--- src/sv/lru_set_assoc_cache_sim_unit_macros.svh ---
// ---------------------------------------------------------------------------
// LRU cache simulator assertion macros
// Short forms for the concurrent checks of the cache simulator modules.
// They assume a clock named clock and a synchronous active-high reset named reset.
// ---------------------------------------------------------------------------
`ifndef LRU_SET_ASSOC_CACHE_SIM_UNIT_MACROS_SVH
`define LRU_SET_ASSOC_CACHE_SIM_UNIT_MACROS_SVH

// The consequent must hold in the same cycle as the antecedent.
`define LSAC_ASSERT_NOW(label, ante, cons, msg) \
   label: assert property (@(posedge clock) disable iff (reset) (ante) |-> (cons)) \
      else $error(msg);

// The consequent must hold in the cycle after the antecedent.
`define LSAC_ASSERT_NEXT(label, ante, cons, msg) \
   label: assert property (@(posedge clock) disable iff (reset) (ante) |=> (cons)) \
      else $error(msg);

`endif

--- src/sv/lsac_pkg.sv ---
// ---------------------------------------------------------------------------
// LRU cache simulator package
// Field widths, register indexes, codes and the controller/datapath interface.
// ---------------------------------------------------------------------------
`timescale 1ns / 1ps
`default_nettype none

package lsac_pkg;

   // Defaults for the top-level parameters.
   localparam int DEF_MAX_SET_BITS = 6;
   localparam int DEF_MAX_WAYS     = 8;
   localparam int DEF_ADDR_WIDTH   = 32;

   // Stream field widths.
   localparam int CMD_W        = 2;
   localparam int ADDR_FIELD_W = 32;
   localparam int OUTCOME_W    = 2;
   localparam int TOTAL_W      = 32;
   localparam int REQ_TDATA_W  = 40;
   localparam int RSP_TDATA_W  = 104;

   // Configuration port.
   localparam int CSR_IDX_W    = 2;
   localparam int CSR_DATA_W   = 5;
   localparam int SET_BITS_W   = 3;
   localparam int BLOCK_BITS_W = 5;
   localparam int WAYS_W       = 4;

   localparam logic [CSR_IDX_W-1:0] CSR_SET_BITS   = 2'd0;
   localparam logic [CSR_IDX_W-1:0] CSR_BLOCK_BITS = 2'd1;
   localparam logic [CSR_IDX_W-1:0] CSR_WAYS       = 2'd2;

   localparam logic [SET_BITS_W-1:0]   RST_SET_BITS   = 3'd4;
   localparam logic [BLOCK_BITS_W-1:0] RST_BLOCK_BITS = 5'd4;
   localparam logic [WAYS_W-1:0]       RST_WAYS       = 4'd1;

   // Command codes.
   localparam logic [CMD_W-1:0] CMD_MODIFY   = 2'd2;
   localparam logic [CMD_W-1:0] CMD_RESERVED = 2'd3;

   // LRU age of a line; zero is the most recently used.
   localparam int AGE_W = 3;
   localparam logic [AGE_W-1:0] AGE_MAX = 3'd7;

   typedef enum logic [OUTCOME_W-1:0] {
      OUT_HIT   = 2'd0,
      OUT_MISS  = 2'd1,
      OUT_EVICT = 2'd2
   } outcome_type;

   // Controller to datapath.
   typedef struct packed {
      logic clear;   // clear one set of valid bits in the pass after reset
      logic load;    // capture the accepted request
      logic rd;      // split the address and read the set
      logic eval;    // resolve the access, update the set, present a result
      logic second;  // present the second (hit) result of a modify
   } dp_cmd_type;

   // Datapath to controller.
   typedef struct packed {
      logic clear_done; // the clearing pass is at its last set
      logic out_free;   // the result register can take a new result this cycle
      logic is_modify;  // the captured request is a modify
   } dp_status_type;

endpackage

`default_nettype wire

--- src/sv/lsac_ctrl.sv ---
// ---------------------------------------------------------------------------
// LRU cache simulator controller
// Sequences the valid-bit clearing pass after reset, capture, set read,
// resolve and the second result of a modify.
// ---------------------------------------------------------------------------
`timescale 1ns / 1ps
`default_nettype none

`include "lru_set_assoc_cache_sim_unit_macros.svh"

module lsac_ctrl (
   input  logic                     clock,
   input  logic                     reset,
   input  logic                     req_tvalid,
   output logic                     req_tready,
   input  logic [lsac_pkg::CMD_W-1:0] req_cmd,
   input  lsac_pkg::dp_status_type  status,
   output lsac_pkg::dp_cmd_type     cmd
);
   import lsac_pkg::*;

   typedef enum logic [4:0] {
      ST_CLEAR  = 5'b00001,
      ST_IDLE   = 5'b00010,
      ST_READ   = 5'b00100,
      ST_EVAL   = 5'b01000,
      ST_SECOND = 5'b10000
   } state_type;

   state_type state_ff, state_in;
   logic      accept;

   assign req_tready = (state_ff == ST_IDLE);
   assign accept     = req_tvalid && req_tready;

   always_comb begin
      state_in   = state_ff;
      cmd        = '0;
      unique case (state_ff)
         ST_CLEAR: begin
            // One set of valid bits is cleared per cycle.
            cmd.clear = 1'b1;
            if (status.clear_done) begin
               state_in = ST_IDLE;
            end
         end
         ST_IDLE: begin
            // A reserved command is taken and dropped.
            if (accept && (req_cmd != CMD_RESERVED)) begin
               cmd.load = 1'b1;
               state_in = ST_READ;
            end
         end
         ST_READ: begin
            cmd.rd   = 1'b1;
            state_in = ST_EVAL;
         end
         ST_EVAL: begin
            if (status.out_free) begin
               cmd.eval = 1'b1;
               state_in = status.is_modify ? ST_SECOND : ST_IDLE;
            end
         end
         ST_SECOND: begin
            if (status.out_free) begin
               cmd.second = 1'b1;
               state_in   = ST_IDLE;
            end
         end
         default: state_in = ST_IDLE;
      endcase
   end

   always_ff @(posedge clock) begin
      if (reset) begin
         state_ff <= ST_CLEAR;
      end else begin
         state_ff <= state_in;
      end
   end

   `LSAC_ASSERT_NEXT(a_accept_reads, accept && (req_cmd != CMD_RESERVED), state_ff == ST_READ, "accepted request did not start a set read")
   `LSAC_ASSERT_NOW(a_result_slot_free, cmd.eval || cmd.second, status.out_free, "result presented while the result register was busy")
   `LSAC_ASSERT_NEXT(a_single_done, (state_ff == ST_EVAL) && status.out_free && !status.is_modify, state_ff == ST_IDLE, "load or store did not finish after its result")

endmodule

`default_nettype wire

--- config.mk ---
export PLATFORM = sky130hd
export DESIGN_NAME = lsac_ctrl
export DESIGN_NICKNAME = d
export VERILOG_FILES = /design/src/sv/lsac_pkg.sv /design/src/sv/lsac_ctrl.sv
export VERILOG_INCLUDE_DIRS = /design/src /design/src/sv
export SDC_FILE = /design/constraint.sdc
export NUM_CORES = 1
export LEC_CHECK = 0
export BUFFER_PORTS_ARGS = -buffer_cell sky130_fd_sc_hd__buf_2
export CAP_MARGIN = 20
export CORE_AREA = 2 2 39 41
export DETAILED_ROUTE_END_ITERATION = 10
export DIE_AREA = 0 0 41 43
export PLACE_DENSITY_LB_ADDON = 0.08
export RECOVER_POWER = 50
export SLEW_MARGIN = 10
export SYNTH_ARGS = -nofsm -noshare
export SYNTH_HDL_FRONTEND = slang
export SYNTH_SLANG_ARGS = --single-unit
--- constraint.sdc ---
create_clock -name clock -period 1.9 [get_ports clock]
set_input_delay 0 -clock clock [delete_from_list [all_inputs] [get_ports clock]]
set_output_delay 0 -clock clock [all_outputs]
set_load 0.01 [all_outputs]
### Yosys cells after proc, flatten, opt, wreduce, memory -nomap -nowiden

Index checks and enable logic that the tools add are counted.

* input port bits: 8
* output and inout bits: 6
* logic and storage cells: 27
* bits in registers: 5

* reductions and logical operators: 3
* muxes and demuxes: 13
* equality and inequality tests: 10

Operators by type and width (count)
* $mux W5: 5
* $pmux W5 S5: 1
* $ne A2 B2 Y1 const B: 4
* $mux W1: 7
* $eq A5 B1 Y1 const B: 1
* $eq A5 B2 Y1 const B: 1
* $eq A5 B3 Y1 const B: 1
* $eq A5 B4 Y1 const B: 1
* $eq A5 B5 Y1 const B: 1
* $reduce_and A4 Y1: 1
* $logic_and A1 B1 Y1: 2
* $ne A2 B1 Y1 const B: 1

### Longest topological paths before layout

Gate-level depths: netlist of the first run.

* word-level depth: 5
* mapped depth: 5
* depth with buffers taken out: 4

### Worst setup path after synthesis of the first run

No wires, ideal clock.

* path kind: register to register
* start: register state_ff[1]
* end: register state_ff[4]
* data required time: 1833 ps
* library setup time: 67 ps
* path slack: 556 ps
* clock period less this slack: 1344 ps
* stages on the path, launching flop included: 4
* buffers on the path: 0
* arrival time: 1276 ps
* cell sequence: dfxtp_1 > or3_1 > or4_4 > o21ai_2

* cells in the longest elaborated chain, start to end: 5
* elaborated cells on any way between the ends: 13
* those cells by class: 9 x eq/ne; 1 x mux; 3 x reduce/logical

RTL lines
* from (decl): line lsac_ctrl.sv:30 `state_type state_ff, state_in;`
* from (signal assigned): line lsac_ctrl.sv:78 `state_ff <= state_in;`
* $eq A5 B2 Y1: line lsac_ctrl.sv:33, lsac_ctrl.sv:39
* $logic_and A1 B1 Y1: line lsac_ctrl.sv:34 `assign accept = req_tvalid && req_tready;`
* $logic_and A1 B1 Y1: line lsac_ctrl.sv:49 `if (accept && (req_cmd != CMD_RESERVED)) begin`
* $ne A2 B1 Y1 (no line)
* $reduce_and A4 Y1 (no line)

Several ways; a longest one is shown, not always the timed one.
A chain may end at the register's enable or synchronous reset.

### Final worst setup path of the first run

* start: register state_ff[3]
* end: register state_ff[3]

Same word-level chain as after synthesis.

==> impl_metrics.env, run 1 <==
export IMPL_insertion_delay_ps=240
export IMPL_pin_count=14
export IMPL_syn_area_um2=360.3
export IMPL_p_sw_frac=0.3023
export IMPL_crit_chain="nor3_1 -> and3_4 -> or3_4 -> a22o_1"
export IMPL_first_pass_iters=4
export IMPL_path_buf_inv=0
export IMPL_cp_num_cells=4
export IMPL_yosysMostFrequentCell="dfxtp_1"
export IMPL_synth_area_top_cells="dfxtp_1 28%, or4_4 6.3%, nor3_1 4.2%"
export IMPL_synth_largest_area_cell="dfxtp_1"
export IMPL_p_comb_frac=0.242
export IMPL_min_path_type="primary input to flop"
export IMPL_largest_register="state_ff"
export IMPL_track_usage=0.1222
export IMPL_dr_total_vias=364
export IMPL_die_w_um=41
export IMPL_slew_headroom=0.7410
export IMPL_p_per_area_nw_per_um2=717.6
export IMPL_cpPeakStageDelay_ps=470
export IMPL_critPathRequiredTime_ps=2040
export IMPL_die_y_um=43
export IMPL_status="finished, final reports clean"
export IMPL_drc_errors=0
export IMPL_max_cap_violations=0
export IMPL_clock_fmax_mhz=669.5
export IMPL_start_util=0.2604
export IMPL_tightestPinTransition_ps=383.6
export IMPL_cp_start_kind="flop"
export IMPL_portBuffers=13
export IMPL_fin_worst_skew_ps=0.2262
export IMPL_min_path_cells=3
export IMPL_crit_fanout=9
export IMPL_power_frac_seq=0.380
export IMPL_syn_inst=44
export IMPL_synthFlopType="dfxtp_1"
export IMPL_grt_pass1_wl_um=1435
export IMPL_clkSinkCount=5
export IMPL_ys_warnings_count=0
export IMPL_clk_pin_slew_ps=40
export IMPL_regArea_um2=100.1
export IMPL_clock_power_share=0.379
export IMPL_antenna_found_initial=0
export IMPL_critical_path_arrival_ps=1630
export IMPL_areaGrowthSynthToFinish_pct=28.12
export IMPL_power_internal_w=0.0002312
export IMPL_reg2regPathDepth=4
export IMPL_drtIter0Drc=7
export IMPL_gr_total_overflow=0
export IMPL_finalPower_w=0.0003313
export IMPL_via_per_inst=4.727
export IMPL_synth_top_area_frac=0.2778
export IMPL_min_period_over_period=0.7862
export IMPL_largest_register_ffs=5
export IMPL_yosysUniqueCellTypes=26
export IMPL_hpwl_um=670.6
export IMPL_ys_ff_latch=5
export IMPL_layout_drive_gt1_share=0.3443
export IMPL_p_leak_nw=0.1962
export IMPL_grt_max_degree=10
export IMPL_grt_pass1_vias=335
export IMPL_syn_area_per_cell_um2=8.190
export IMPL_gp_congestion=0.7644
export IMPL_r2r_slack_ps=410
export IMPL_ctsHtreeMaxLevel=1
export IMPL_coreArea_um2=1384
export IMPL_fill_cells=165
export IMPL_setup_violations=0
export IMPL_async_flop_share=0
export IMPL_synth_common_cells="5 x dfxtp_1, 4 x inv_1, 4 x nand2_1, 3 x nor2_1, 3 x nor3_1"
export IMPL_routed_wl_um=916
export IMPL_root_buffer="clkbuf_4"
export IMPL_top_regs="state_ff (5)"
export IMPL_cts_made_buffers=3
export IMPL_multi_input_comb_area_um2=230.2
export IMPL_switchingPower_w=0.0001001
export IMPL_die_area_um2=1763
export IMPL_ir_drop_uv=306.0
export IMPL_syn_nets=52
export IMPL_cts_repair_resized=0
export IMPL_n_antenna_cell=0
export IMPL_cts_buffer_depth=2
export IMPL_final_core_util=0.3336
export IMPL_setup_worst_path_end_class="flop"
export IMPL_timing_final_hold_violations=0
export IMPL_yosysSeqAreaShare=0.2778
export IMPL_finalCriticalPeriod_ps=1494
export IMPL_cp_top_family="simple AND/OR/NAND/NOR gates"
export IMPL_post_cts_repair_setup_buffers=0
export IMPL_drv_slew=0
export IMPL_final_nets=70
export IMPL_placement_rows=14
export IMPL_synth_edff_count=0
export IMPL_tns_ps=0
export IMPL_wl_per_cell_um=11.90
export IMPL_cp_slowest_cell="dfxtp_1"
export IMPL_rsz0062_at_grt="no"
export IMPL_critical_path_class="flop to flop"
export IMPL_ant_nets=0
export IMPL_cts_tree="built"
## what timing repair did
item / in CTS / in global routing
hold buffers: 1 / 0
setup endpoints to repair: 0 / 0
endpoints found under the hold margin: 1 / 0
## area by class of cell
cell class,count,area share
Clock buffer,4,0.05691
Inverter,4,0.03252
Multi-Input combinational cell,34,0.4986
Sequential cell,5,0.2168
Tap cell,16,0.04336
Timing Repair Buffer,14,0.1518
## layout by cell type (no fill, tap or decap), types with 2 or more instances in the layout
master and count:
clkbuf_4 3, inv_1 4, dfxtp_1 5, o21ai_0 2
nor2b_1 2, clkbuf_1 5, buf_2 9, nand2_1 4
nor3b_1 2, nor3_1 3, nor2_1 3
## kinds of logic after synthesis
family	share of synthesized area
xor gates and xnor gates	0.02431
and+or+nand+nor	0.4375
buffers and inverters	0.07290
AOI/OAI and AO/OA	0.1875
DFF	0.2778
## final timing paths
| check | from | end |
|---|---|---|
| max | state_ff[3]$_SDFFE_PP0P_ | state_ff[3]$_SDFFE_PP0P_ |
| min | status[2] | state_ff[0]$_SDFFE_PP1P_ |
| min reg2reg | state_ff[0]$_SDFFE_PP1P_ | state_ff[0]$_SDFFE_PP1P_ |
| max reg2reg | state_ff[3]$_SDFFE_PP0P_ | state_ff[3]$_SDFFE_PP0P_ |
## metrics by stage
stage / hold slack, ps / cells / area (um^2) / setup slack [ps]
floorplan: 69.30 / 44 / 360.3 / 556.5
global placement: 241.6 / 72 / 434.2 / 430.0
detailed placement: 246.9 / 72 / 434.2 / 416.8
CTS: 75.71 / 77 / 470.5 / 411.2
global route: 115.2 / 77 / 461.7 / 354.4
finish: 77.17 / 77 / 461.7 / 406.3
## power groups by stage
stage          clock network, W   logic, W  registers (W)
2_1_floorplan                 0  0.0000609       0.000122
3_3_place_gp                  0  0.0000826       0.000129
3_5_place_dp                  0  0.0000824       0.000128
4_1_cts                0.000131  0.0000849       0.000126
5_1_grt                0.000143  0.0000904       0.000127
6_report               0.000125  0.0000801       0.000126
## worst min-delay path: cells and delay by family
| kind | cells | cell delay [ps] |
|---|---|---|
| and+or+nand+nor | 1 | 120 |
| buffers and inverters | 1 | 70 |
| AOI/OAI and AO/OA | 1 | 70 |
## metal layers
layer | global-route usage | up-vias | routed length, um
li1 | - | 189 | -
met1 | 0.1789 | 163 | 430
met2 | 0.1500 | 12 | 423
met3 | 0.06283 | 0 | 61
met4 | 0.04000 | 0 | 0
met5 | 0 | - | 0
Note: power is estimated with default switching activity, not from simulation.
==> run 2: changes to the inputs <==
ABC_AREA = 1   (was unset)
clock period = 1.4 ns   (was 1.9 ns; I/O delays follow)
==> impl_metrics.env, run 2 <==
export IMPL_mostFrequentLayoutCells="12 x buf_2, 10 x nand2_1, 10 x nor2_1"
export IMPL_r2r_slack_ps=260
export IMPL_reg2reg_from="state_ff[1]$_SDFFE_PP0P_"
export IMPL_fin_worst_skew_ps=2.132
export IMPL_gr_total_overflow=0
export IMPL_slew_headroom=0.8635
export IMPL_yosysSeqAreaShare=0.3089
export IMPL_layout_drive_gt1_share=0.3714
export IMPL_path_buf_inv=1
export IMPL_clk_pin_slew_ps=40
export IMPL_setup_violations=0
export IMPL_reg2regPathDepth=8
export IMPL_dr_total_vias=364
export IMPL_min_path_type="primary input to flop"
export IMPL_min_path_cells=3
export IMPL_insertion_delay_ps=240
export IMPL_cpPeakStageDelay_ps=370
export IMPL_die_w_um=41
export IMPL_largest_register_ffs=5
export IMPL_cp_start_kind="flop"
export IMPL_grt_pass1_wl_um=1317
export IMPL_ir_drop_uv=287.1
export IMPL_syn_area_per_cell_um2=6.232
export IMPL_drtIter0Drc=4
export IMPL_track_usage=0.1177
export IMPL_syn_area_um2=324.1
export IMPL_wl_per_cell_um=8.930
export IMPL_min_period_over_period=0.8496
export IMPL_final_core_util=0.3174
export IMPL_async_flop_share=0
export IMPL_hpwl_um=619
export IMPL_grt_pass1_vias=323
export IMPL_synth_largest_area_cell="dfxtp_1"
export IMPL_syn_nets=60
export IMPL_whs_ps=58.33
export IMPL_largest_register="state_ff"
export IMPL_critPathRequiredTime_ps=1400
export IMPL_p_per_area_nw_per_um2=993.3
export IMPL_synthFlopType="dfxtp_1"
export IMPL_drv_slew=0
export IMPL_synth_edff_count=0
export IMPL_coreArea_um2=1384
export IMPL_highest_layer="met4"
export IMPL_synth_top_area_frac=0.3089
export IMPL_route_met3_wl_um=68
export IMPL_cts_buffer_depth=2
export IMPL_areaGrowthSynthToFinish_pct=35.52
export IMPL_m1WireLength_um=356
export IMPL_final_common_cell="buf_2"
export IMPL_regArea_um2=100.1
export IMPL_tns_ps=0
export IMPL_pin_count=14
export IMPL_multi_input_comb_area_um2=181.4
export IMPL_clkSinkCount=5
export IMPL_n_antenna_cell=0
export IMPL_portBuffers=13
export IMPL_p_leak_nw=0.2575
export IMPL_timing_final_hold_violations=0
export IMPL_cts_made_buffers=3
export IMPL_syn_inst=52
export IMPL_die_area_um2=1763
export IMPL_root_buffer="clkbuf_4"
export IMPL_cts_tree="built"
export IMPL_critical_path_class="flop to output pin"
export IMPL_hold_start="req_tvalid"
export IMPL_setup_worst_path_end_class="output pin"
export IMPL_crit_chain="nand2_1 -> nor2_1 -> nand2_1 -> nor2_1 -> buf_2"
export IMPL_rr_endpoint="state_ff[1]$_SDFFE_PP0P_"
export IMPL_finalCriticalPeriod_ps=1189
export IMPL_grt_max_degree=6
export IMPL_status="finished, final reports clean"
export IMPL_start_util=0.2342
export IMPL_hold_path_end="state_ff[2]$_SDFFE_PP0P_"
export IMPL_first_pass_iters=4
export IMPL_ys_warnings_count=0
export IMPL_met2_length_um=318
export IMPL_placement_rows=14
export IMPL_cp_top_family="simple AND/OR/NAND/NOR gates"
export IMPL_crit_fanout=4
export IMPL_rsz0062_at_grt="no"
export IMPL_final_nets=79
export IMPL_gp_congestion=0.7300
export IMPL_ys_ff_latch=5
export IMPL_routed_wl_um=768
export IMPL_antenna_found_initial=0
export IMPL_synth_common_cells="10 x nand2_1, 10 x nor2_1, 5 x dfxtp_1, 5 x inv_1, 5 x inv_2"
export IMPL_critical_path_arrival_ps=1190
export IMPL_tightestPinTransition_ps=204.5
export IMPL_synth_area_top_cells="dfxtp_1 31%, nand2_1 12%, nor2_1 12%"
export IMPL_fill_cells=160
export IMPL_die_y_um=43
export IMPL_cp_slowest_cell="dfxtp_1"
export IMPL_clock_fmax_mhz=840.8
export IMPL_ctsHtreeMaxLevel=1
export IMPL_max_cap_violations=0
export IMPL_via_per_inst=4.233
export IMPL_drc_errors=0
export IMPL_top_regs="state_ff (5)"
export IMPL_yosysUniqueCellTypes=13
export IMPL_ant_nets=0
[run 2: changes by cell type after synthesis, moves of 4 or more]
cell / before / now
inv_2: 0 / 5
nand2_1: 4 / 10
nand3_1: 0 / 4
nand4_1: 0 / 4
nor2_1: 3 / 10
[run 2: layout make-up]
class	count	area share
well taps	16	0.04558
clock buffers	4	0.05983
repair buffers	14	0.1681
multi-input cells	37	0.4131
inverters	10	0.08547
flip-flops and latches	5	0.2279
[run 2: worst reg2reg max path, cell delays in order, from the launching register on]
cell and delay, ps:
dfxtp_1 330, nor2_2 210, nand3_1 120, nand2_1 80, nand2_2 70, inv_2 50
nor2_2 30, nor2_1 80, nor2_1 50
[run 2: logic make-up (layout without fill, tap and decap cells)]
| logic type | Yosys count | in the layout | synth area share |
|---|---|---|---|
| AND/OR/NAND/NOR | 36 | 36 | 0.5599 |
| AO/OA/AOI/OAI | 1 | 1 | 0.01543 |
| flip-flops | 5 | 5 | 0.3089 |
| buffers and inverters | 10 | 28 | 0.1158 |
[run 2: per-stage QoR]
stage	std cells	setup WS, ps	total power, W	cell area (um^2)
finish	86	210.6	0.0004362	439.2
detailed placement	81	262.7	0.0002699	409.1
global route	86	52.67	0.0004740	439.2
global placement	81	241.7	0.0002722	409.1
CTS	86	204.7	0.0004441	445.4
floorplan	52	351.8	0.0002365	324.1
[run 2: power by group]
group	total (W)	internal [W]	switching [W]
registers	0.000167	0.000154	0.0000127
logic	0.0000997	0.0000390	0.0000607
clock network	0.000170	0.000108	0.0000617
[run 2: metal layers]
| layer | global-route usage | up-vias |
|---|---|---|
| li1 | - | 198 |
| met1 | 0.1392 | 149 |
| met2 | 0.1531 | 13 |
| met3 | 0.05236 | 4 |
| met4 | 0.1000 | 0 |
| met5 | 0 | - |
[run 2: how the worst max path moves through the flow]
stage,startpoint,to,depth (start not counted)
after floorplan,state_ff[1]$_SDFFE_PP0P_,state_ff[4]$_SDFFE_PP0P_,8
after global placement,state_ff[2]$_SDFFE_PP0P_,state_ff[4]$_SDFFE_PP0P_,7
after detailed placement,state_ff[1]$_SDFFE_PP0P_,state_ff[1]$_SDFFE_PP0P_,8
after CTS,state_ff[1]$_SDFFE_PP0P_,cmd[3],5
after global routing,state_ff[1]$_SDFFE_PP0P_,cmd[3],5
final,state_ff[1]$_SDFFE_PP0P_,cmd[3],5
[run 2: repair_timing]
item	4_1_cts	5_1_grt
buffers inserted	0	0
hold buffers	1	0
gates resized for setup	0	0
endpoints found under the hold margin	2	0
